[src/hw/rtl/assert_macros.svh]
// Assertion macros shared by the rate meter RTL.
`ifndef ASSERT_MACROS_SVH
`define ASSERT_MACROS_SVH
`ifndef SYNTHESIS
// Property that must hold at every clock edge out of reset.
`define ARM_ASSERT(lbl, clk, rst_n, prop) \
  lbl: assert property (@(posedge clk) disable iff (!rst_n) (prop)) \
    else $error("%m: assertion failed");
// Condition that must never be seen out of reset.
`define ARM_ASSERT_NEVER(lbl, clk, rst_n, cond) \
  lbl: assert property (@(posedge clk) disable iff (!rst_n) !(cond)) \
    else $error("%m: forbidden condition seen");
`else
`define ARM_ASSERT(lbl, clk, rst_n, prop)
`define ARM_ASSERT_NEVER(lbl, clk, rst_n, cond)
`endif
`endif

[src/hw/rtl/arm_pkg.sv]
// Package: widths, constants and shared types of the rate meter.
`default_nettype none
package arm_pkg;
  localparam int HISTORY_DEPTH = 20;
  localparam int COUNT_WIDTH   = 48;
  localparam int CNT_IN_W      = 48;
  localparam int ELAPSED_W     = 32;
  localparam int LIMIT_W       = 16;
  localparam int RATE_W        = 58;
  localparam int EXP_W         = 5;
  localparam int ALU_W         = 64;
  // diff * 1000 needs ten more bits than the count
  localparam int NUM_W         = COUNT_WIDTH + 10;
  localparam int DIV_CW        = $clog2(NUM_W + 1);
  localparam int HIST_LEN      = HISTORY_DEPTH - 1;
  localparam int HIST_SLOTS    = (HIST_LEN > 0) ? HIST_LEN : 1;
  localparam int HIST_IW       = (HIST_SLOTS > 1) ? $clog2(HIST_SLOTS) : 1;
  localparam int HIST_CW       = $clog2(HIST_SLOTS + 1);

  // x1000 = x1024 - x16 - x8 ; x10 = x8 + x2
  localparam int SH_K1024 = 10;
  localparam int SH_K16   = 4;
  localparam int SH_K8    = 3;
  localparam int SH_K2    = 1;

  localparam logic [EXP_W-1:0]   EXP_MAX         = EXP_W'(18);
  localparam logic [ALU_W-1:0]   RATE_MAX        = ALU_W'({RATE_W{1'b1}});
  localparam logic [LIMIT_W-1:0] RANGE_LIMIT_RST = LIMIT_W'(100);

  typedef logic [EXP_W-1:0] exp_t;

  typedef struct packed {
    logic             sub;
    logic [ALU_W-1:0] a;
    logic [ALU_W-1:0] b;
  } alu_req_t;

  typedef struct packed {
    logic [ALU_W-1:0] res;
    logic             carry;   // borrow when subtracting
  } alu_rsp_t;

  typedef struct packed {
    logic               push;
    exp_t               push_exp;
    logic [HIST_IW-1:0] rd_idx;
  } hist_ctl_t;
endpackage
`default_nettype wire

[src/hw/rtl/arm_alu.sv]
// Shared 64-bit add/subtract unit; carry out doubles as compare result.
`default_nettype none
module arm_alu import arm_pkg::*; (
  input  alu_req_t req_i,
  output alu_rsp_t rsp_o
);
  logic [ALU_W:0] sum;

  always_comb begin
    if (req_i.sub) begin
      sum = {1'b0, req_i.a} - {1'b0, req_i.b};
    end else begin
      sum = {1'b0, req_i.a} + {1'b0, req_i.b};
    end
  end

  assign rsp_o.res   = sum[ALU_W-1:0];
  assign rsp_o.carry = sum[ALU_W];
endmodule
`default_nettype wire

[config.mk]
export PLATFORM = sky130hd
export DESIGN_NAME = arm_alu
export DESIGN_NICKNAME = d
export VERILOG_FILES = /design/src/hw/rtl/assert_macros.svh /design/src/hw/rtl/arm_pkg.sv /design/src/hw/rtl/arm_alu.sv
export SDC_FILE = /design/constraint.sdc
export NUM_CORES = 1
export LEC_CHECK = 0
export ABC_AREA = 1
export BUFFER_PORTS_ARGS = -buffer_cell sky130_fd_sc_hd__clkbuf_2
export CELL_PAD_IN_SITES_DETAIL_PLACEMENT = 0
export CELL_PAD_IN_SITES_GLOBAL_PLACEMENT = 1
export CORE_UTILIZATION = 36
export DETAILED_ROUTE_END_ITERATION = 12
export PLACE_DENSITY_LB_ADDON = 0.1
export SKIP_LAST_GASP = 1
export SYNTH_ARGS = -nofsm -noshare
export SYNTH_HDL_FRONTEND = slang
export SYNTH_SLANG_ARGS = --single-unit
[constraint.sdc]
create_clock -name vclk -period 3.8
set_input_delay 0.57 -clock vclk [all_inputs]
set_output_delay 0.57 -clock vclk [all_outputs]
set_load 0.1 [all_outputs]
==> metrics.csv, run 1 <==
stage,metric,value,unit
global_routing,antenna_found_initial,0,
timing,max_freq,243,MHz
timing,rsz0062_at_grt,yes,
floorplan,start_util,36.6,%
final_layout,areaGrowthSynthToFinish,107,%
status,violations,negative setup slack,
routing,drt-vias-per-instance,4.90,
routing,first_pass_iters,5,
placed_design,hpwl,33300,µm
floorplan,rows,55,
worst_setup_path,cp_max_fo,4,
floorplan,die_h,154,µm
clock_tree,cts_hold_buf,0,
global_routing,grt_max_degree,17,
synth,yosys.area.top_type,nand2_1,
timing,setup_viol,46,
power_and_ir_drop,vdd_drop_max,0.496,mV
final_layout,seq_cell_count,0,
synth,ys_seq_area_share,0,%
placed_design,place_congestion,0.988,
routing,via_count,12906,
timing,relSlewSlack,61.2,%
floorplan,die_w,154,µm
synth,ys_types,34,
routing,wl_per_cell,16.0,µm
synth,synth_top_area_share,35.6,%
floorplan,core_area,0.0226,mm²
timing,final.period_utilization,108,%
power_and_ir_drop,pwr_density_cell,321,mW/mm²
floorplan,die_area,0.0236,mm²
floorplan,pin_count,194,
synth,synthCells,1813,
timing,tightest_slew,582,ps
timing,final_max_slew_viol_count,0,
timing,layout_setup_ws,-308,ps
timing,layout_min_cycle_time,4110,ps
global_routing,grt_pass1_vias,12436,
worst_setup_path,critPathRequiredTime,3230,ps
placed_design,io_buffers,194,
placed_design,pre_cts_ws,-502,ps
routing,ant_nets,0,
power_and_ir_drop,p_leak,9.13,nW
timing,final-hold-violation-count,0,
worst_setup_path,critPathCaptureType,output pin,
global_routing,grt_pass1_wl,61600,µm
final_layout,antennaDiodeCount,0,
synth,syn_avg_cell_area,4.57,µm²
synth,synthTopCellsByArea,"nand2_1 36%, inv_1 19%, ha_1 9.8%",
final_layout,regArea,0,µm²
final_layout,n_clock_buffer,0,
synth,syn_area,0.00829,mm²
synth,yosysWarnings,0,
job,maxCapViolations,0,
global_routing,overflow,0,
final_layout,finalNetCount,2546,
routing,drcViolationCount,0,
worst_setup_path,criticalPathCategory,primary input to output pin,
routing,drt_iter0_drc,798,
status,outcome,"complete, but fails checks",
global_routing,grt_util_all_layers,33.1,%
worst_setup_path,startpoint_type,primary input,
worst_setup_path,worstPathArrival,3540,ps
synth,syn-num-nets,2008,
final_layout,layout-drive-gt1-share,54.4,%
routing,totalWireLength,42000,µm
min_path,hp-class,primary input to output pin,
final_layout,fillCellCount,1722,
timing,holdWs,1750,ps
-- critical path: stages --
cell and delay [ps]:
buf_8 100, clkinvlp_4 90, ha_4 170, nand2_4 60
nor2_4 200, nand3_4 130, buf_12 150, o31ai_4 250
xor2_2 300, ha_4 290, nand2_4 120, inv_2 50
nand2_2 60, nand2_2 70, nand2_2 80, nand2_4 70
a21oi_4 150, nand2_4 110, buf_6 140, xor2_4 170
buf_12 190
-- layout make-up --
class                           count  area (µm²)  share of cell area [%]
Multi-Input combinational cell   1376       10400                    60.6
Tap cell                          285         357                    2.07
Timing Repair Buffer              544        4780                    27.8
Inverter                          429        1630                    9.49
-- cells by family after synthesis --
logic type,count (synthesis),share of synthesized area (%)
XOR/XNOR,85,8.98
adder cells (fa/ha/maj),66,10.0
AND/OR/NAND/NOR,1150,56.2
AO/OA/AOI/OAI,75,4.87
buffers and inverters,437,19.9
-- Yosys cell counts, drive strengths merged --
cell type and count:
nand4 20, nor4 1, and2 1, o21ai 22, nand3 76, inv 429
ha 65, or2 4, and3 2, fa 1, a31oi 3, xor2 78
xnor2 7, nand2 794, buf 8, o31ai 1, nand3b 5, nor2 222
a21oi 49, nor3 25
-- cell usage in the layout (no fill, tap or decap), types with 7 or more instances in the layout --
cell type  count
a21oi_2       33
inv_1        348
nand3_1       39
nor2_1       100
ha_4          53
nand3_2       33
nor2_4        68
clkbuf_2     126
ha_1           7
o21ai_2        8
nor3_2        13
nor2_2        54
xor2_4        31
a21oi_4        7
xor2_1        24
xor2_2        23
nor3_1         7
buf_6         50
inv_2         74
nand4_1       19
o21ai_0        8
nand2_1      492
buf_4        298
a21oi_1        9
buf_12        66
nand2_4       79
nand2_2      222
-- path summary, 6_finish.rpt --
kind | start | endpoint | slack [ps] | cells past startpoint
worst min-delay path | req_i[64] | rsp_o[1] | 1750 | 5
worst max-delay path | req_i[0] | rsp_o[33] | -310 | 21
-- metrics by stage --
stage               cell area (µm²)  std cells  total power [mW]  setup TNS, ps  util, %
CTS                           15400       2613              5.05          -5270     68.0
floorplan                      8930       1813              2.82          -1040        -
global placement              13400       2586              4.58         -14610     59.3
detailed placement            13400       2586              4.61         -17380     59.3
global route                  17200       2634              5.75         -14740     75.9
finish                        17200       2634              5.51          -8580     75.9
-- power by group --
group,switching [mW],total [mW],internal (mW)
Combinational,3.43,5.51,2.08
Sequential,0,0,0
Clock,0,0,0
-- routing by layer --
| layer | part of all wire, % | GRT usage, % | up-vias | wire length (µm) |
|---|---|---|---|---|
| met5 | 0 | 0 | - | 0 |
| met3 | 4.3 | 1.13 | 106 | 1810 |
| met2 | 49 | 58.8 | 450 | 20600 |
| met1 | 43 | 43.2 | 5961 | 17900 |
| met4 | 4.1 | 9.90 | 0 | 1720 |
| li1 | - | - | 6389 | - |
-- what timing repair did --
item / CTS / global route
setup buffers: 28 / 21
setup endpoints to repair: 53 / 54
pin swaps: 146 / 229
hold endpoints to repair: 0 / 0
gates resized for setup: 430 / 443
No activity file was read; power rests on OpenSTA's default activity.
==> inputs of run 2 (changes only) <==
--- a/config.mk
+++ b/config.mk
@@ -12,6 +12,7 @@
 export CORE_UTILIZATION = 36
 export DETAILED_ROUTE_END_ITERATION = 12
 export PLACE_DENSITY_LB_ADDON = 0.1
+export REMOVE_ABC_BUFFERS = 1
 export SKIP_LAST_GASP = 1
 export SYNTH_ARGS = -nofsm -noshare
 export SYNTH_HDL_FRONTEND = slang
==> run 2 against run 1 <==
  * The flow still finishes with violations (negative setup slack)
  * First-iteration DRC count down 20%
  * Wire length down 3.3%
  * Worst hold slack worse by 71 ps
  * Critical path depth unchanged
  * Count of clock-buffer cells in the layout unchanged
  * Maximum frequency up 0.12%
  * Sequential share of layout area unchanged
  * Largest cell class unchanged
==> metrics.csv, run 2 (synthesis gave the netlist of run 1 again) <==
stage,metric,value,unit
timing,relSlewSlack,61.3,%
routing,ant_nets,0,
timing,max_freq,244,MHz
global_routing,grt_max_degree,17,
worst_setup_path,startpoint_type,primary input,
final_layout,layout-drive-gt1-share,52.4,%
global_routing,overflow,0,
routing,drt-vias-per-instance,4.82,
global_routing,grt_pass1_wl,58700,µm
timing,final-hold-violation-count,0,
placed_design,post_dp_cell_area,0.0128,mm²
floorplan,rows,55,
timing,final_max_slew_viol_count,0,
final_layout,finalNetCount,2537,
routing,dr_wl_met2,19500,µm
timing,rsz0062_at_grt,yes,
routing,drcViolationCount,0,
timing,final.period_utilization,108,%
floorplan,die_area,0.0236,mm²
final_layout,mostFrequentLayoutCells,"508 x nand2_1, 351 x inv_1, 296 x buf_4",
floorplan,core_area,0.0226,mm²
placed_design,place_congestion,0.941,
final_layout,fillCellCount,1883,
global_routing,antenna_found_initial,0,
timing,layout_setup_ws,-303,ps
routing,first_pass_iters,6,
worst_setup_path,critPathCaptureType,output pin,
power_and_ir_drop,pwr_density_cell,316,mW/mm²
timing,layout_min_cycle_time,4100,ps
global_routing,grt_pass1_vias,11918,
floorplan,start_util,36.6,%
final_layout,final_common_cell,nand2_1,
placed_design,hpwl,32900,µm
placed_design,io_buffers,194,
worst_setup_path,criticalPathCategory,primary input to output pin,
worst_setup_path,cp_max_fo,4,
worst_setup_path,critPathMaxStageDelay,330,ps
status,violations,negative setup slack,
routing,via_count,12653,
final_layout,areaGrowthSynthToFinish,102,%
global_routing,grt_util_all_layers,31.7,%
floorplan,die_w,154,µm
routing,totalWireLength,40600,µm
status,outcome,"complete, but fails checks",
final_layout,n_clock_buffer,0,
power_and_ir_drop,p_leak,9.03,nW
routing,top_layer,met4,
final_layout,antennaDiodeCount,0,
final_layout,final_cell_area,0.0167,mm²
timing,setup_viol,47,
final_layout,seq_cell_count,0,
worst_setup_path,crit_chain,"clkbuf_2, buf_4, nor2_4, nand2_1, nor2_4, nand2_4, o21ai_4, o21ai_2, xor2_2, ha_4, nand2_4, nor2_4, inv_2, nor3_2, nand2_1, nand2_4, nand2_2, nand2_1, nand2_1, nand2_2, buf_12",
worst_setup_path,cpMostUsedCell,nand2_1,
routing,wl_per_cell,15.5,µm
worst_setup_path,path_buf_inv,4,
power_and_ir_drop,finalPower,5.30,mW
routing,met1_length,17500,µm
worst_setup_path,slowest_stage,ha_4,
worst_setup_path,worstPathArrival,3530,ps
routing,drt_iter0_drc,640,
timing,final.setup.tns,-7250,ps
worst_setup_path,path_delay_family,simple AND/OR/NAND/NOR gates,
min_path,hp-class,primary input to output pin,
worst_setup_path,critPathRequiredTime,3230,ps
job,maxCapViolations,0,
final_layout,regArea,0,µm²
routing,dr_wl_met3,2010,µm
timing,tightest_slew,581,ps
floorplan,pin_count,194,
power_and_ir_drop,vdd_drop_max,0.342,mV
floorplan,die_h,154,µm
run 2: per-stage QoR:
step | util, % | hold slack [ps] | setup WS, ps | cells
finish | 74.0 | 1680 | -303 | 2625
global route | 74.0 | 1700 | -424 | 2625
CTS | 65.3 | 1700 | -204 | 2599
detailed placement | 56.3 | 1690 | -548 | 2579
global placement | 56.3 | 1690 | -497 | 2579
floorplan | - | 1600 | -982 | 1805
run 2: repair_timing:
item                       CTS  global route
resized for setup          457           454
hold buffers                 0             0
gates cloned                 0             0
setup buffers               22            26
pin swaps                  122           283
setup endpoints to repair   56            56
run 2: final cells by class:
| class | count | area (µm²) | share of cell area [%] |
|---|---|---|---|
| multi-input cells | 1376 | 10100 | 60.2 |
| repair buffers | 535 | 4690 | 28.0 |
| inverters | 429 | 1630 | 9.73 |
| well taps | 285 | 357 | 2.13 |
run 2: power by group:
part	switching (mW)	internal, mW
Sequential	0	0
Combinational	3.33	1.97
Clock	0	0
run 2: metal layers:
layer | track usage [%] | vias up
met5 | 0 | -
met4 | 9.38 | 0
met3 | 2.56 | 79
met2 | 56.4 | 371
met1 | 40.4 | 5814
li1 | - | 6389
run 2: worst paths after layout:
check	startpoint	to	slack [ps]	cells past startpoint
max	req_i[9]	rsp_o[0]	-300	21
min	req_i[73]	rsp_o[10]	1680	4
==> inputs of run 3 (changes only) <==
--- a/config.mk
+++ b/config.mk
@@ -6,9 +6,10 @@
 export NUM_CORES = 1
 export LEC_CHECK = 0
 export ABC_AREA = 1
-export BUFFER_PORTS_ARGS = -buffer_cell sky130_fd_sc_hd__clkbuf_2
+export BUFFER_PORTS_ARGS = -buffer_cell sky130_fd_sc_hd__buf_2
 export CELL_PAD_IN_SITES_DETAIL_PLACEMENT = 0
 export CELL_PAD_IN_SITES_GLOBAL_PLACEMENT = 1
+export CORE_ASPECT_RATIO = 0.9
 export CORE_UTILIZATION = 36
 export DETAILED_ROUTE_END_ITERATION = 12
 export PLACE_DENSITY_LB_ADDON = 0.1
==> run 3 against run 2 <==
  * Critical path type unchanged
  * The flow still finishes with violations (negative setup slack)
  * Final area increased by 4.0%
  * Sequential cell count unchanged
  * Global-route usage rose by 2.2 points
  * Critical path depth grew 2
  * Cell count increased by 1.2%
  * First-iteration DRC count rose by 52%
  * Total power increased by 4.8%
  * Non-clock buffer count increased by 20
  * Count of clock-buffer cells in the layout is the same
  * Wire length grew 12%
  * Critical endpoint is now rsp_o[53]
  * Worst setup slack improved by 7.2 ps
  * Worst hold slack improved by 11 ps
==> metrics.csv, run 3 (synthesis gave the netlist of run 1 again) <==
stage,metric,value,unit
final_layout,seq_cell_count,0,
routing,totalWireLength,45600,µm
worst_setup_path,criticalPathCategory,primary input to output pin,
status,violations,negative setup slack,
floorplan,core_area,0.0226,mm²
placed_design,hpwl,34100,µm
final_layout,regArea,0,µm²
final_layout,final_core_util,77.2,%
timing,final-hold-violation-count,0,
final_layout,final_cell_area,0.0174,mm²
final_layout,finalNetCount,2557,
timing,final.period_utilization,108,%
worst_setup_path,critPathMaxStageDelay,330,ps
power_and_ir_drop,vdd_drop_max,0.406,mV
placed_design,place_inst,2599,
timing,rsz0062_at_grt,yes,
min_path,whs_endpoint,rsp_o[1],
global_routing,antenna_found_initial,0,
floorplan,die_area,0.0237,mm²
power_and_ir_drop,p_leak,9.23,nW
routing,drcViolationCount,0,
min_path,holdPathStages,5,
placed_design,post_dp_cell_area,0.0128,mm²
floorplan,die_h,146,µm
placed_design,place_congestion,1.02,
worst_setup_path,worstPathArrival,3530,ps
final_layout,antennaDiodeCount,0,
final_layout,fillCellCount,1689,
worst_setup_path,path_buf_inv,5,
power_and_ir_drop,pwr_density_cell,319,mW/mm²
global_routing,grt_util_all_layers,33.8,%
placed_design,pre_cts_ws,-582,ps
worst_setup_path,startpoint_type,primary input,
worst_setup_path,slowest_stage,ha_4,
global_routing,grt_pass1_wl,62300,µm
timing,layout_min_cycle_time,4100,ps
routing,wl_per_cell,17.2,µm
routing,ant_nets,0,
global_routing,grt_pass1_vias,12177,
final_layout,layout-drive-gt1-share,56.8,%
timing,final.setup.tns,-7770,ps
timing,relSlewSlack,67.3,%
global_routing,overflow,0,
power_and_ir_drop,seqPwrFrac,0,%
final_layout,areaGrowthSynthToFinish,110,%
floorplan,pin_count,194,
timing,holdWs,1690,ps
floorplan,die_w,162,µm
routing,drt-vias-per-instance,4.98,
final_layout,stdcell_count,2657,
power_and_ir_drop,clkPwrFrac,0,%
min_path,min_from,req_i[64],
final_layout,n_clock_buffer,0,
final_layout,mostFrequentLayoutCells,"454 x nand2_1, 338 x inv_1, 309 x buf_4",
timing,layout_setup_ws,-296,ps
power_and_ir_drop,p_switching,3.50,mW
min_path,hp-class,primary input to output pin,
worst_setup_path,cp_max_fo,4,
global_routing,grt_max_degree,23,
final_layout,final_common_cell,nand2_1,
status,outcome,"complete, but fails checks",
job,maxCapViolations,0,
clock_tree,cts_hold_buf,0,
power_and_ir_drop,pwr-share-comb,100.0,%
timing,final_max_slew_viol_count,0,
worst_setup_path,path_delay_family,simple AND/OR/NAND/NOR gates,
worst_setup_path,cpMostUsedCell,nand2_1,
floorplan,rows,52,
routing,drt_iter0_drc,975,
routing,via_count,13228,
final_layout,multi_input_area,0.0105,mm²
timing,setup_viol,46,
placed_design,io_buffers,194,
timing,tightest_slew,493,ps
worst_setup_path,crit_chain,"buf_2, nor2_4, buf_6, nand3_2, nor2_4, buf_4, nand2_1, nor3_4, xor2_1, nand2_1, nand2_1, ha_4, nand2_4, nor2_4, nand2_2, inv_1, nand2_1, nor2_1, nand2_1, nand2_1, nand2_1, nand2_2, buf_12",
power_and_ir_drop,finalPower,5.55,mW
timing,max_freq,244,MHz
power_and_ir_drop,p_int,2.05,mW
worst_setup_path,critPathRequiredTime,3230,ps
power_and_ir_drop,switching_share,63.0,%
routing,first_pass_iters,5,
worst_setup_path,critPathCaptureType,output pin,
floorplan,start_util,36.7,%
[run 3: cell count changes in the layout (fill, tap and decap cells not counted), moves of 17 or more]
cell	delta
nand2_4	+23
buf_2	+125
nand2_1	-54
nand2_2	+24
nor2_1	-18
nor2_4	+17
clkbuf_2	-128
[run 3: worst max-delay path by stage]
stage,slack [ps],end,cells past startpoint,from
6_report,-300,rsp_o[53],23,req_i[18]
5_1_grt,-430,rsp_o[53],22,req_i[3]
4_1_cts,-140,rsp_o[64],21,req_i[2]
3_5_place_dp,-580,rsp_o[0],22,req_i[0]
3_3_place_gp,-590,rsp_o[0],22,req_i[0]
2_1_floorplan,-980,rsp_o[33],12,req_i[128]
[run 3: layout make-up]
type	instances	share of cell area (%)
inverter	429	9.44
multi-input combinational	1376	60.5
tap	297	2.13
timing repair buffer	555	27.9
[run 3: what timing repair did]
action | 4_1_cts | 5_1_grt
pin swaps | 226 | 259
setup endpoints to repair | 56 | 58
gates resized for setup | 621 | 457
buffers inserted | 41 | 22
[run 3: metal layers]
metal | GRT usage (%) | vias up | wire, µm
met5 | 0 | - | 0
met4 | 8.07 | 0 | 1700
met3 | 3.56 | 114 | 3270
met2 | 55.2 | 607 | 21000
met1 | 47.3 | 6096 | 19600
li1 | - | 6411 | -
[run 3: power by group through the flow]
stage	Sequential (mW)	Combinational (mW)	Clock [mW]
6_report	0	5.55	0
5_1_grt	0	5.76	0
4_1_cts	0	4.95	0
3_5_place_dp	0	4.37	0
3_3_place_gp	0	4.35	0
2_1_floorplan	0	2.57	0
