<file path="src/hw/rtl/assert_macros.svh">
// Assertion macros shared by the rate meter RTL.
`ifndef ASSERT_MACROS_SVH
`define ASSERT_MACROS_SVH
`ifndef SYNTHESIS
// Property that must hold at every clock edge out of reset.
`define ARM_ASSERT(lbl, clk, rst_n, prop) \
  lbl: assert property (@(posedge clk) disable iff (!rst_n) (prop)) \
    else $error("%m: assertion failed");
// Condition that must never be seen out of reset.
`define ARM_ASSERT_NEVER(lbl, clk, rst_n, cond) \
  lbl: assert property (@(posedge clk) disable iff (!rst_n) !(cond)) \
    else $error("%m: forbidden condition seen");
`else
`define ARM_ASSERT(lbl, clk, rst_n, prop)
`define ARM_ASSERT_NEVER(lbl, clk, rst_n, cond)
`endif
`endif

</file>
<file path="src/hw/rtl/arm_pkg.sv">
// Package: widths, constants and shared types of the rate meter.
`default_nettype none
package arm_pkg;
  localparam int HISTORY_DEPTH = 20;
  localparam int COUNT_WIDTH   = 48;
  localparam int CNT_IN_W      = 48;
  localparam int ELAPSED_W     = 32;
  localparam int LIMIT_W       = 16;
  localparam int RATE_W        = 58;
  localparam int EXP_W         = 5;
  localparam int ALU_W         = 64;
  // diff * 1000 needs ten more bits than the count
  localparam int NUM_W         = COUNT_WIDTH + 10;
  localparam int DIV_CW        = $clog2(NUM_W + 1);
  localparam int HIST_LEN      = HISTORY_DEPTH - 1;
  localparam int HIST_SLOTS    = (HIST_LEN > 0) ? HIST_LEN : 1;
  localparam int HIST_IW       = (HIST_SLOTS > 1) ? $clog2(HIST_SLOTS) : 1;
  localparam int HIST_CW       = $clog2(HIST_SLOTS + 1);

  // x1000 = x1024 - x16 - x8 ; x10 = x8 + x2
  localparam int SH_K1024 = 10;
  localparam int SH_K16   = 4;
  localparam int SH_K8    = 3;
  localparam int SH_K2    = 1;

  localparam logic [EXP_W-1:0]   EXP_MAX         = EXP_W'(18);
  localparam logic [ALU_W-1:0]   RATE_MAX        = ALU_W'({RATE_W{1'b1}});
  localparam logic [LIMIT_W-1:0] RANGE_LIMIT_RST = LIMIT_W'(100);

  typedef logic [EXP_W-1:0] exp_t;

  typedef struct packed {
    logic             sub;
    logic [ALU_W-1:0] a;
    logic [ALU_W-1:0] b;
  } alu_req_t;

  typedef struct packed {
    logic [ALU_W-1:0] res;
    logic             carry;   // borrow when subtracting
  } alu_rsp_t;

  typedef struct packed {
    logic               push;
    exp_t               push_exp;
    logic [HIST_IW-1:0] rd_idx;
  } hist_ctl_t;
endpackage
`default_nettype wire

</file>
<file path="src/hw/rtl/arm_hist.sv">
// Exponent history: shift line of past exponents, oldest at index 0.
`default_nettype none
module arm_hist import arm_pkg::*; (
  input  logic      clk_i,
  input  logic      rst_ni,
  input  hist_ctl_t ctl_i,
  output exp_t      rd_data_o
);
  exp_t hist_q [HIST_SLOTS];
  exp_t hist_d [HIST_SLOTS];

  always_comb begin
    for (int i = 0; i < HIST_SLOTS; i++) begin
      hist_d[i] = hist_q[i];
    end
    if (ctl_i.push && (HIST_LEN > 0)) begin
      for (int i = 0; i < HIST_SLOTS - 1; i++) begin
        hist_d[i] = hist_q[i+1];
      end
      hist_d[HIST_SLOTS-1] = ctl_i.push_exp;
    end
  end

  always_ff @(posedge clk_i or negedge rst_ni) begin
    if (!rst_ni) begin
      for (int i = 0; i < HIST_SLOTS; i++) begin
        hist_q[i] <= '0;
      end
    end else begin
      for (int i = 0; i < HIST_SLOTS; i++) begin
        hist_q[i] <= hist_d[i];
      end
    end
  end

  assign rd_data_o = hist_q[ctl_i.rd_idx];
endmodule
`default_nettype wire

</file>
<file path="config.mk">
export PLATFORM = sky130hd
export DESIGN_NAME = arm_hist
export DESIGN_NICKNAME = d
export VERILOG_FILES = /design/src/hw/rtl/assert_macros.svh /design/src/hw/rtl/arm_pkg.sv /design/src/hw/rtl/arm_hist.sv
export SDC_FILE = /design/constraint.sdc
export NUM_CORES = 1
export LEC_CHECK = 0
export BUFFER_PORTS_ARGS = -buffer_cell sky130_fd_sc_hd__clkbuf_2
export CAP_MARGIN = 0
export CORE_MARGIN = 2
export CORE_UTILIZATION = 35
export CTS_BUF_LIST = sky130_fd_sc_hd__clkbuf_8
export DETAILED_ROUTE_END_ITERATION = 10
export PLACE_DENSITY = 0.46
export SLEW_MARGIN = 20
export SYNTH_ARGS = -nofsm -noshare
export SYNTH_HDL_FRONTEND = slang
export SYNTH_SLANG_ARGS = --single-unit
</file>
<file path="constraint.sdc">
create_clock -name clk_i -period 4.2 [get_ports clk_i]
set_input_delay 0.84 -clock clk_i [delete_from_list [all_inputs] [get_ports clk_i]]
set_output_delay 0.84 -clock clk_i [all_outputs]
set_load 0.005 [all_outputs]
</file>
==> flow_results.org, run 1 <==
** Yosys
- After synthesis the netlist holds a flip-flop and latch count of 95.
- Post-synth cell types :: 19
- Post-Syn Area per Cell :: 14.7 µm²
- In this run the cell area of the synthesized design comes to 0.00436 mm².
- Seq/Total Area, Yosys :: 54.6%
- Warning count from the yosys run :: 0
- Synthesized net count :: 309
- The cell count after synthesis came out at 296.

** Route
- After the first detailed-routing iteration, the DRC count stood at 100.
- After detailed routing, the average wire length per cell comes to 17.3 µm.
- Length of the first detailed-routing pass in iterations :: 5
- Antenna Nets Post-Route :: 0
- Total wire length after detailed routing :: 8400 µm
- Remaining DRCs :: 0
- Vias per cell :: 5.00
- Total via count in the routed design :: 2,418

** STA
- Setup violations remaining at the end of the flow were counted as 0.
- Total negative slack for setup checks :: 0 ns
- The max-slew violation count came to 0.
- At the pin with the least slew margin, the transition time is 0.996 ns.
- RSZ-0062 raised after global routing :: false
- Min Tclk post-route :: 3.29 ns
- Headroom to the max-slew limit came out at 33.6%.
- Hold Slack :: 0.480 ns
- The total count of hold-check failures in the final report is 0.
- Portion of the clock cycle consumed by the worst path in the final layout :: 78.2%
- For the final database, setup skew stands at 0.0125 ns.
- Achievable frequency :: 0.304 GHz

** Clocking
- The later pin in the worst-skew pair is clocked with a latency of 0.37 ns.
- After clock tree synthesis, the flow added hold-fix buffers numbering 0.
- Clock slew at the register clock pins of the worst setup and hold paths :: 0.09 ns
- CTS tree :: done
- Clock buffers created by TritonCTS :: 9
- The tree is rooted in a sky130_fd_sc_hd__clkbuf_8.
- Clock tree synthesis found a total of 95 sinks.
- The number of gates resized after CTS was 0.
- In this run the post-CTS setup repair buffer count came out at 0.
- Maximum level of the CTS H-tree :: 3
- The longest clock path from root to sink contains 2 buffers.

** Global route
- Entering global routing, the biggest net connects 82 pins.
- GR Overflow Total :: 0
- The first global-routing pass estimated 13,800 µm of wire.
- Across every metal layer, demand over resource in global routing totals 13.7%.
- Via count of the first global-routing pass :: 2,493
- The number of antenna violations at the first check in global routing is 0.

** Critical path
- Type of the worst setup path :: in -> out
- Critical path peak fanout :: 12
- Arr. time, crit path :: 2.45 ns
- STA puts the critical path data required time at 3.36 ns.
- Critical Path Sink Type :: output port
- Type of element launching the critical path :: input port

** Die
- In this run the vertical extent of the chip is 116 µm.
- DIE AREA :: 0.0134 mm²
- Row generation in the floorplan step produced 40 rows.
- Count of pins on the block boundary :: 18
- Area of the core :: 0.0121 mm²
- Width of the chip :: 116 µm
- Initial Utilization :: 36.1%

** Placed design
- Input/output buffers :: 17
- Placer's final routability congestion estimate :: 0.731
- Detailed-placement wirelength estimate :: 5280 µm

** Finish
- For this run, the post-layout net count is 324.
- Largest reg by FF count :: hist_q
- The register with the most flip-flops in the layout has 95 of them.
- 0 antenna diodes ended up in the layout.
- Cells with a size suffix above 1 make up 45.3% of the layout.
- In the final layout, the registers with the most flip-flops are hist_q x95.
- From synthesis to final layout, the design area changed by 10.5%.

** Pwr
- Static leakage :: 0.00208 µW
- The worst-case IR drop observed on VDD is 0.246 mV.
- Power per cell area :: 601 mW/mm²

** Job
- Max-capacitance violation count :: 0

** Status
- The flow ran to the end, and the final reports show no timing, DRC or antenna violations.

** Hold path
- Worst min-delay path class :: in -> async
-- worst paths after layout --
kind                            startpoint           end  slack, ns  cells after the start
worst max-delay path              ctl_i[0]  rd_data_o[0]       0.91                      6
worst max register to register  hist_q[13]    hist_q[18]       3.39                      1
max in group asynchronous           rst_ni    hist_q[91]       3.03                      2
min in group clk_i              hist_q[91]    hist_q[91]       0.51                      1
worst min-delay path                rst_ni     hist_q[0]       0.48                      1
worst min register to register  hist_q[91]    hist_q[91]       0.51                      1
-- per-layer routing --
layer	track usage, %	up-vias	wire (µm)
li1	-	1130	-
met2	20.5	29	3880
met3	4.55	8	266
met5	0	-	0
met1	19.0	1251	4140
met4	4.34	0	109
-- layout by cell type, fill, tap and decap left out, drive strengths merged --
master	count
a21oi	10
mux2	100
buf	7
o211ai	5
nand2b	1
a22oi	5
nor2b	3
mux2i	25
dfrtp	95
nand2	6
bufinv	2
nand3	10
clkbuf	25
clkinv	4
nor2	8
mux4	10
-- cell type report --
class                   instances  area (µm²)
flip-flops and latches         95        2380
clock buffers                  10         138
repair buffers                 22         131
well taps                     168         210
multi-input cells             183        1870
clock inverters                 6        83.8
fillers                      1140        7250
-- stage by stage --
stage	cells	area, µm²	total power [µW]	util [%]	worst slack (ns)
finish	484	4810	2890	39.9	0.915
global route	484	4810	3100	39.9	0.743
CTS	484	4810	2950	39.9	0.863
detailed placement	468	4590	2260	38.0	0.866
global placement	468	4590	2240	38.0	0.852
floorplan	296	4360	2030	-	1.37
-- cell families (layout without fill, tap and decap cells) --
kind of cell	after synthesis	after routing	share of synthesized area (%)
simple gates	28	28	2.93
flops	95	95	54.6
mux	135	135	37.2
buf+inv	18	38	2.41
compound gates	20	20	2.87
-- where the power goes --
group          internal, µW  switching (µW)
registers              1280             251
clock network           350             322
logic                   449             240
total                  2080             814
-- cell usage after synthesis (all sizes together) --
| cell type | instances | area (µm²) |
|---|---|---|
| mux4 | 10 | 244 |
| dfrtp | 95 | 2380 |
| mux2 | 100 | 1130 |
| nor2 | 8 | 30.0 |
| buf | 16 | 97.6 |
| mux2i | 25 | 250 |
| a21oi | 10 | 50.1 |
| nand3 | 10 | 50.1 |
| nor2b | 3 | 18.8 |
| nand2b | 1 | 6.26 |
| a22oi | 5 | 37.5 |
| nand2 | 6 | 22.5 |
| clkbuf | 2 | 7.51 |
| o211ai | 5 | 37.5 |
-- critical path, stage by stage --
cell                       delay [ns]
sky130_fd_sc_hd__clkbuf_2        0.36
sky130_fd_sc_hd__mux4_1          0.61
sky130_fd_sc_hd__mux2_2          0.31
sky130_fd_sc_hd__nand2_1         0.09
sky130_fd_sc_hd__o211ai_1        0.11
sky130_fd_sc_hd__clkbuf_2        0.13
Power figures use the tool's default switching activity.
==> inputs of run 2 (changes only) <==
PLACE_DENSITY = 0.48   (was 0.46)
clock period = 2.7 ns   (was 4.2 ns; I/O delays follow)
==> run 2 against run 1 <==
Clock skew fell by 0.0012 ns. Critical path type unchanged. Core utilization rose by 0.39 points. Die area did not move. Via count rose by 1.0%. Routed wire length fell by 7.9%.
==> flow_results.org, run 2 (synthesis results as in run 1) <==
** Finish
- The largest registers in the layout are hist_q x95.
- At the end of the flow, the number of nets in the layout was 330.
- FF/Latch Area :: 0.00238 mm²
- Largest reg by FF count :: hist_q
- The layout has 1,156 filler cells.
- The top cell types in the final layout, fill and taps aside, are sky130_fd_sc_hd__mux2_2 (100), sky130_fd_sc_hd__dfrtp_1 (95), sky130_fd_sc_hd__mux2i_1 (25).
- In the final layout, the share of cells above drive strength 1 is 45.3%.
- Footprint of the multi-input gates :: 0.00187 mm²
- Max reg flops :: 95
- Most frequent standard cell in the layout excluding fill and tap cells :: sky130_fd_sc_hd__mux2_2
- The number of antenna diodes in the final layout is 0.
- Final design utilization :: 40.3%
- Relative to the synthesized area, the layout overhead comes to 11.6%.

** Critical path
- The worst setup path is of the in -> out kind.
- Critical path peak fanout :: 19
- CP max stage delay :: 0.57 ns
- For this design, the slowest cell found on the critical path is sky130_fd_sc_hd__mux4_1.
- For the worst setup path, the data required time is 2.16 ns.
- Counting stages on the worst path, the most repeated cell is sky130_fd_sc_hd__clkbuf_2.
- Critical Path Sink Type :: output port
- At the worst endpoint, the arrival time is 2.02 ns.
- Broken down by cell family, the worst path's largest delay share belongs to multiplexers.
- STA classifies the critical path startpoint as an input port.
- Cell breakdown of the critical path :: clkbuf_2 > buf_12 > mux4_1 > mux2_2 > nand2_1 > o211ai_1 > clkbuf_2
- Together, buffers and inverters on the worst path number 3.

** Route
- Once detail routing completed, the nets flagged for antenna violations numbered 0.
- Number of DRC markers in iteration 0 :: 88
- Vias per cell :: 4.99
- For this run, the detailed router's first-pass iteration total came to 4.
- For this run, design rule violations remaining after detail routing come to 0.
- Total via count in the routed design :: 2,443
- In the final routed layout, each cell accounts on average for 15.8 µm.
- Total wire length after detailed routing :: 7730 µm

** Pwr
- The analysis attributes to cell leakage a power of 0.00211 µW.
- Power per cell area :: 883 mW/mm²
- VDD sags by at most 0.406 mV.

** STA
- Total negative slack for setup checks :: 0 ns
- Number of hold violations in the final report :: 0
- The worst path uses 94.7% of the clock period.
- Slew margin rel. :: 66.0%
- Final number of max-transition violations :: 0
- Achievable frequency :: 0.391 GHz
- Worst Tran Pin Value :: 0.510 ns
- Setup violations, final :: 0
- Setup repair after global routing left no endpoint under its margin.
- Counting I/O delays and the setup requirement, the final critical path takes 2.56 ns.
- Clock Skew :: 0.0113 ns

** Global route
- Overall fraction of global-route tracks in use :: 13.2%
- Via count of the first global-routing pass :: 2,545
- Entering global routing, the biggest net connects 41 pins.
- The first global-routing pass estimated 13,300 µm of wire.
- Summed over all layers, the global routing overflow is 0.
- Initial antenna violation count :: 0

** Die
- The floorplan step defined a core boundary enclosing 0.0121 mm².
- Measured along the x axis, the die boundary spans 116 µm.
- 18 I/O pins were placed.
- The die covers 0.0134 mm².
- The initial utilization of the core area, before any placement, comes to 36.1%.
- Die boundary height :: 116 µm
- After floorplanning, the core was divided into 40 placement rows.

** Placed design
- Summed over all nets, the half-perimeter wirelength after detailed placement is 5340 µm.
- The congestion estimate from routability-driven global placement came to 0.710.
- The count of buffers added on input and output ports is 17.

** Clocking
- In this run the post-CTS setup repair buffer count came out at 0.
- Count of hold buffers inserted by post-cts repair :: 0
- Sink Count :: 95
- The clock reaches the later pin of the worst-skew pair after 0.37 ns.
- Maximum level of the CTS H-tree :: 3
- TritonCTS built the clock tree.
- After clock tree synthesis, the clock-pin slew on the worst setup and hold paths is 0.09 ns.
- Buffers inserted during clock tree synthesis total 9.
- Post-cts resize count :: 0
- Number of buffers between clock root and the deepest sink :: 2
- CTS Root Cell :: sky130_fd_sc_hd__clkbuf_8

** Status
- The run finished with clean final reports.

** Job
- Max-capacitance violation count :: 0

** Hold path
- Worst min-delay path class :: in -> async
## run 2: cell count changes in the layout (fill, tap and decap cells not counted), sizes merged
| cell | previous run | this run |
|---|---|---|
| bufinv | 2 | 0 |
| clkbuf | 25 | 26 |
| buf | 7 | 13 |
| clkinvlp | 0 | 2 |
| inv | 0 | 3 |
| clkinv | 4 | 0 |
## run 2: report_power, final
part / total [µW] / leakage [µW] / internal (µW) / switching (µW)
Clock: 845 / 0.0000954 / 375 / 469
Combinational: 1070 / 0.000871 / 709 / 357
Sequential: 2380 / 0.00114 / 1990 / 388
## run 2: final timing paths
path	cells after the start	from	slack (ns)	endpoint
setup / recovery	7	ctl_i[0]	0.14	rd_data_o[2]
hold / removal	1	rst_ni	0.13	hist_q[23]
setup reg to reg	1	hist_q[43]	1.91	hist_q[48]
hold reg to reg	1	hist_q[92]	0.51	hist_q[92]
max in group asynchronous	2	rst_ni	1.90	hist_q[67]
min in group clk_i	2	ctl_i[8]	0.40	hist_q[3]
## run 2: final cells by class
type / count / share of cell area, %
sequential: 95 / 48.9
timing repair buffer: 28 / 4.58
clock buffer: 11 / 3.11
clock inverter: 5 / 0.541
multi-input combinational: 183 / 38.5
tap: 168 / 4.32
## run 2: routing by layer
| layer | track usage, % | part of all wire [%] |
|---|---|---|
| met1 | 17.2 | 46 |
| met2 | 20.4 | 49 |
| met3 | 5.02 | 3.7 |
| met4 | 4.34 | 1.3 |
| met5 | 0 | 0 |
## run 2: through the flow
step	hold slack [ns]	std cells	setup slack, ns	power [µW]	cell area, µm²
detailed placement	0.495	474	0.141	3510	4680
global placement	0.483	474	0.128	3490	4680
finish	0.125	490	0.143	4290	4860
CTS	0.127	490	0.137	4390	4860
global route	0.142	490	0.0650	4610	4860
floorplan	0.244	296	0.465	3150	4360
==> inputs of run 3 (changes only) <==
ABC_CLOCK_PERIOD_IN_PS = 2700   (was not set)
CORE_UTILIZATION = 57   (was 35)
PLACE_DENSITY = 0.73   (was 0.48)
==> run 3 against run 2 <==
Routed wire length fell by 3.6%. Hold slack improved by 0.036 ns. Critical endpoint is now rd_data_o[4]. Critical path depth unchanged. Highest routed layer unchanged. Critical path type unchanged.
==> flow_results.org, run 3 (synthesis results as in run 1) <==
** Finish
- The register with the most flip-flops in the layout has 95 of them.
- Cells fill 65.2% of the core in the end.
- For this run, the post-layout net count is 328.
- After routing the design area is 0.00478 mm².
- Fillers :: 548
- Leaving out fill and tap cells, the most frequent cell in the layout is sky130_fd_sc_hd__mux2_2.
- 0 antenna diodes ended up in the layout.
- Largest reg by FF count :: hist_q
- Compared with the post-synthesis result, the final layout area differs by 9.74%.
- Largest registers in the final layout :: hist_q x95
- Leading cell types in the layout, fill and taps excluded :: sky130_fd_sc_hd__mux2_2 (100), sky130_fd_sc_hd__dfrtp_1 (95), sky130_fd_sc_hd__mux2i_1 (25)
- The finished layout holds 419 standard cells, fillers aside.
- Fraction of final layout cells sized beyond drive strength 1 :: 45.3%

** Die
- In this run the count of I/O pins placed on the die edge is 18.
- The die covers 0.00836 mm².
- The die is 91.4 µm tall.
- The initial utilization of the core area, before any placement, comes to 59.4%.
- The region available for standard cell placement spans 0.00733 mm².
- The die is 91.4 µm wide.
- Row generation in the floorplan step produced 31 rows.

** STA
- For this run, the top clock speed supported by timing is 0.393 GHz.
- Portion of the clock cycle consumed by the worst path in the final layout :: 94.2%
- Slew margin rel. :: 62.0%
- Summed over all failing endpoints, the final setup total negative slack is 0 ns.
- Clock skew on the completed layout was measured at 0.00384 ns.
- The smallest clock period supported by the final layout is computed as 2.54 ns.
- Setup repair after global routing left no endpoint under its margin.
- Worst Tran Pin Value :: 0.570 ns
- The max-slew violation count was 0.
- Setup violations, final :: 0
- Number of hold violations in the final report :: 0

** Clocking
- The tree built by TritonCTS fans out to 95 sinks.
- The root buffer cell chosen for the clock tree is sky130_fd_sc_hd__clkbuf_8.
- TritonCTS built the clock tree.
- In this run the deepest clock path goes through 2 buffers.
- Gates resized during post-CTS repair numbered 0.
- Post-CTS setup-driven buffer insertion count :: 0
- Count of hold buffers inserted by post-cts repair :: 0
- Maximum level of the CTS H-tree :: 3
- Clock slew at the register clock pins of the worst setup and hold paths :: 0.08 ns
- The clock reaches the later pin of the worst-skew pair after 0.36 ns.
- Counting the buffers created by CTS gives 9.

** Critical path
- Type of the worst setup path :: in -> out
- STA classifies the critical path startpoint as an input port.
- Critical Path Sink Type :: output port
- Critical path peak fanout :: 21
- For the worst setup path, the data arrival time is 2.00 ns.
- Worst EP required :: 2.16 ns

** Route
- For this run, design rule violations remaining after detail routing come to 0.
- Wires add up to 7450 µm.
- Total via count in the routed design :: 2,458
- For this block, the initial DRC count from the detailed router was 149.
- After detailed routing, the number of vias per cell comes to 5.87.
- In the final routed layout, each cell accounts on average for 17.8 µm.
- Antenna Nets Post-Route :: 0
- Length of the first detailed-routing pass in iterations :: 4

** Placed design
- Number of cells after detailed placement :: 403
- The placed instances occupy a cell area of 0.00457 mm².
- The HPWL after detailed placement is 4870 µm.
- Placer's final routability congestion estimate :: 0.830
- In this run the tool buffered the top-level ports with 17 buffer cells.

** Pwr
- Switch share :: 27.6%
- Power comes to 4420 µW.
- Clock network power share :: 21.9%
- Power per cell area :: 924 mW/mm²
- In this run, flip-flops and latches consume 54.1% of the power.
- Combinational power share :: 24.0%
- Switching power total :: 1220 µW
- Int Pwr :: 3200 µW
- Static leakage :: 0.00211 µW
- VDD sags by at most 0.510 mV.

** Status
- The run finished with clean final reports.

** Global route
- Overall fraction of global-route tracks in use :: 20.1%
- Initial antenna violation count :: 0
- GR Overflow Total :: 0
- Via count of the first global-routing pass :: 2,495
- Entering global routing, the biggest net connects 77 pins.
- The first global-routing pass estimated 12,900 µm of wire.

** Job
- Max-capacitance violation count :: 0

** Hold path
- The worst hold path belongs to the class in -> async.
==> run 3: worst paths after layout <==
kind	start	to	slack, ns	cells past startpoint
worst min register to register	hist_q[91]	hist_q[91]	0.51	1
worst max register to register	hist_q[11]	hist_q[16]	1.88	1
worst max-delay path	ctl_i[0]	rd_data_o[4]	0.16	7
worst min-delay path	rst_ni	hist_q[38]	0.16	1
max in group asynchronous	rst_ni	hist_q[82]	1.87	2
min in group clk_i	ctl_i[6]	hist_q[1]	0.41	2
==> run 3: area by class of cell <==
type	instances	area, µm²	share of cell area (%)
timing repair buffer	26	195	4.08
sequential	95	2380	49.7
clock inverter	4	45.0	0.942
tap	99	124	2.59
multi-input combinational	183	1870	39.2
clock buffer	12	165	3.46
==> run 3: worst max-delay path, stage by stage <==
cell                       delay, ns
sky130_fd_sc_hd__clkbuf_2       0.10
sky130_fd_sc_hd__buf_12         0.18
sky130_fd_sc_hd__mux4_1         0.57
sky130_fd_sc_hd__mux2_2         0.29
sky130_fd_sc_hd__nand2_1        0.07
sky130_fd_sc_hd__o211ai_1       0.11
sky130_fd_sc_hd__clkbuf_2       0.13
==> run 3: layer usage <==
| layer | GRT usage, % | share of wire, % |
|---|---|---|
| met1 | 28.6 | 48 |
| met2 | 29.4 | 46 |
| met3 | 5.81 | 3.7 |
| met4 | 7.45 | 1.9 |
| met5 | 0 | 0 |
==> run 3: power by group through the flow <==
| stage | clock, µW | sequential (µW) | combinational (µW) |
|---|---|---|---|
| 2_1_floorplan | 0 | 2270 | 881 |
| 3_3_place_gp | 0 | 2390 | 1040 |
| 3_5_place_dp | 0 | 2410 | 1080 |
| 4_1_cts | 1000 | 2390 | 1080 |
| 5_1_grt | 1060 | 2480 | 1170 |
| 6_report | 967 | 2390 | 1060 |
==> run 3: per-stage QoR <==
step / setup slack [ns] / hold slack, ns
final: 0.157 / 0.162
after global routing: 0.0775 / 0.187
after CTS: 0.156 / 0.176
after detailed placement: 0.159 / 0.495
after global placement: 0.160 / 0.488
after floorplan: 0.465 / 0.244
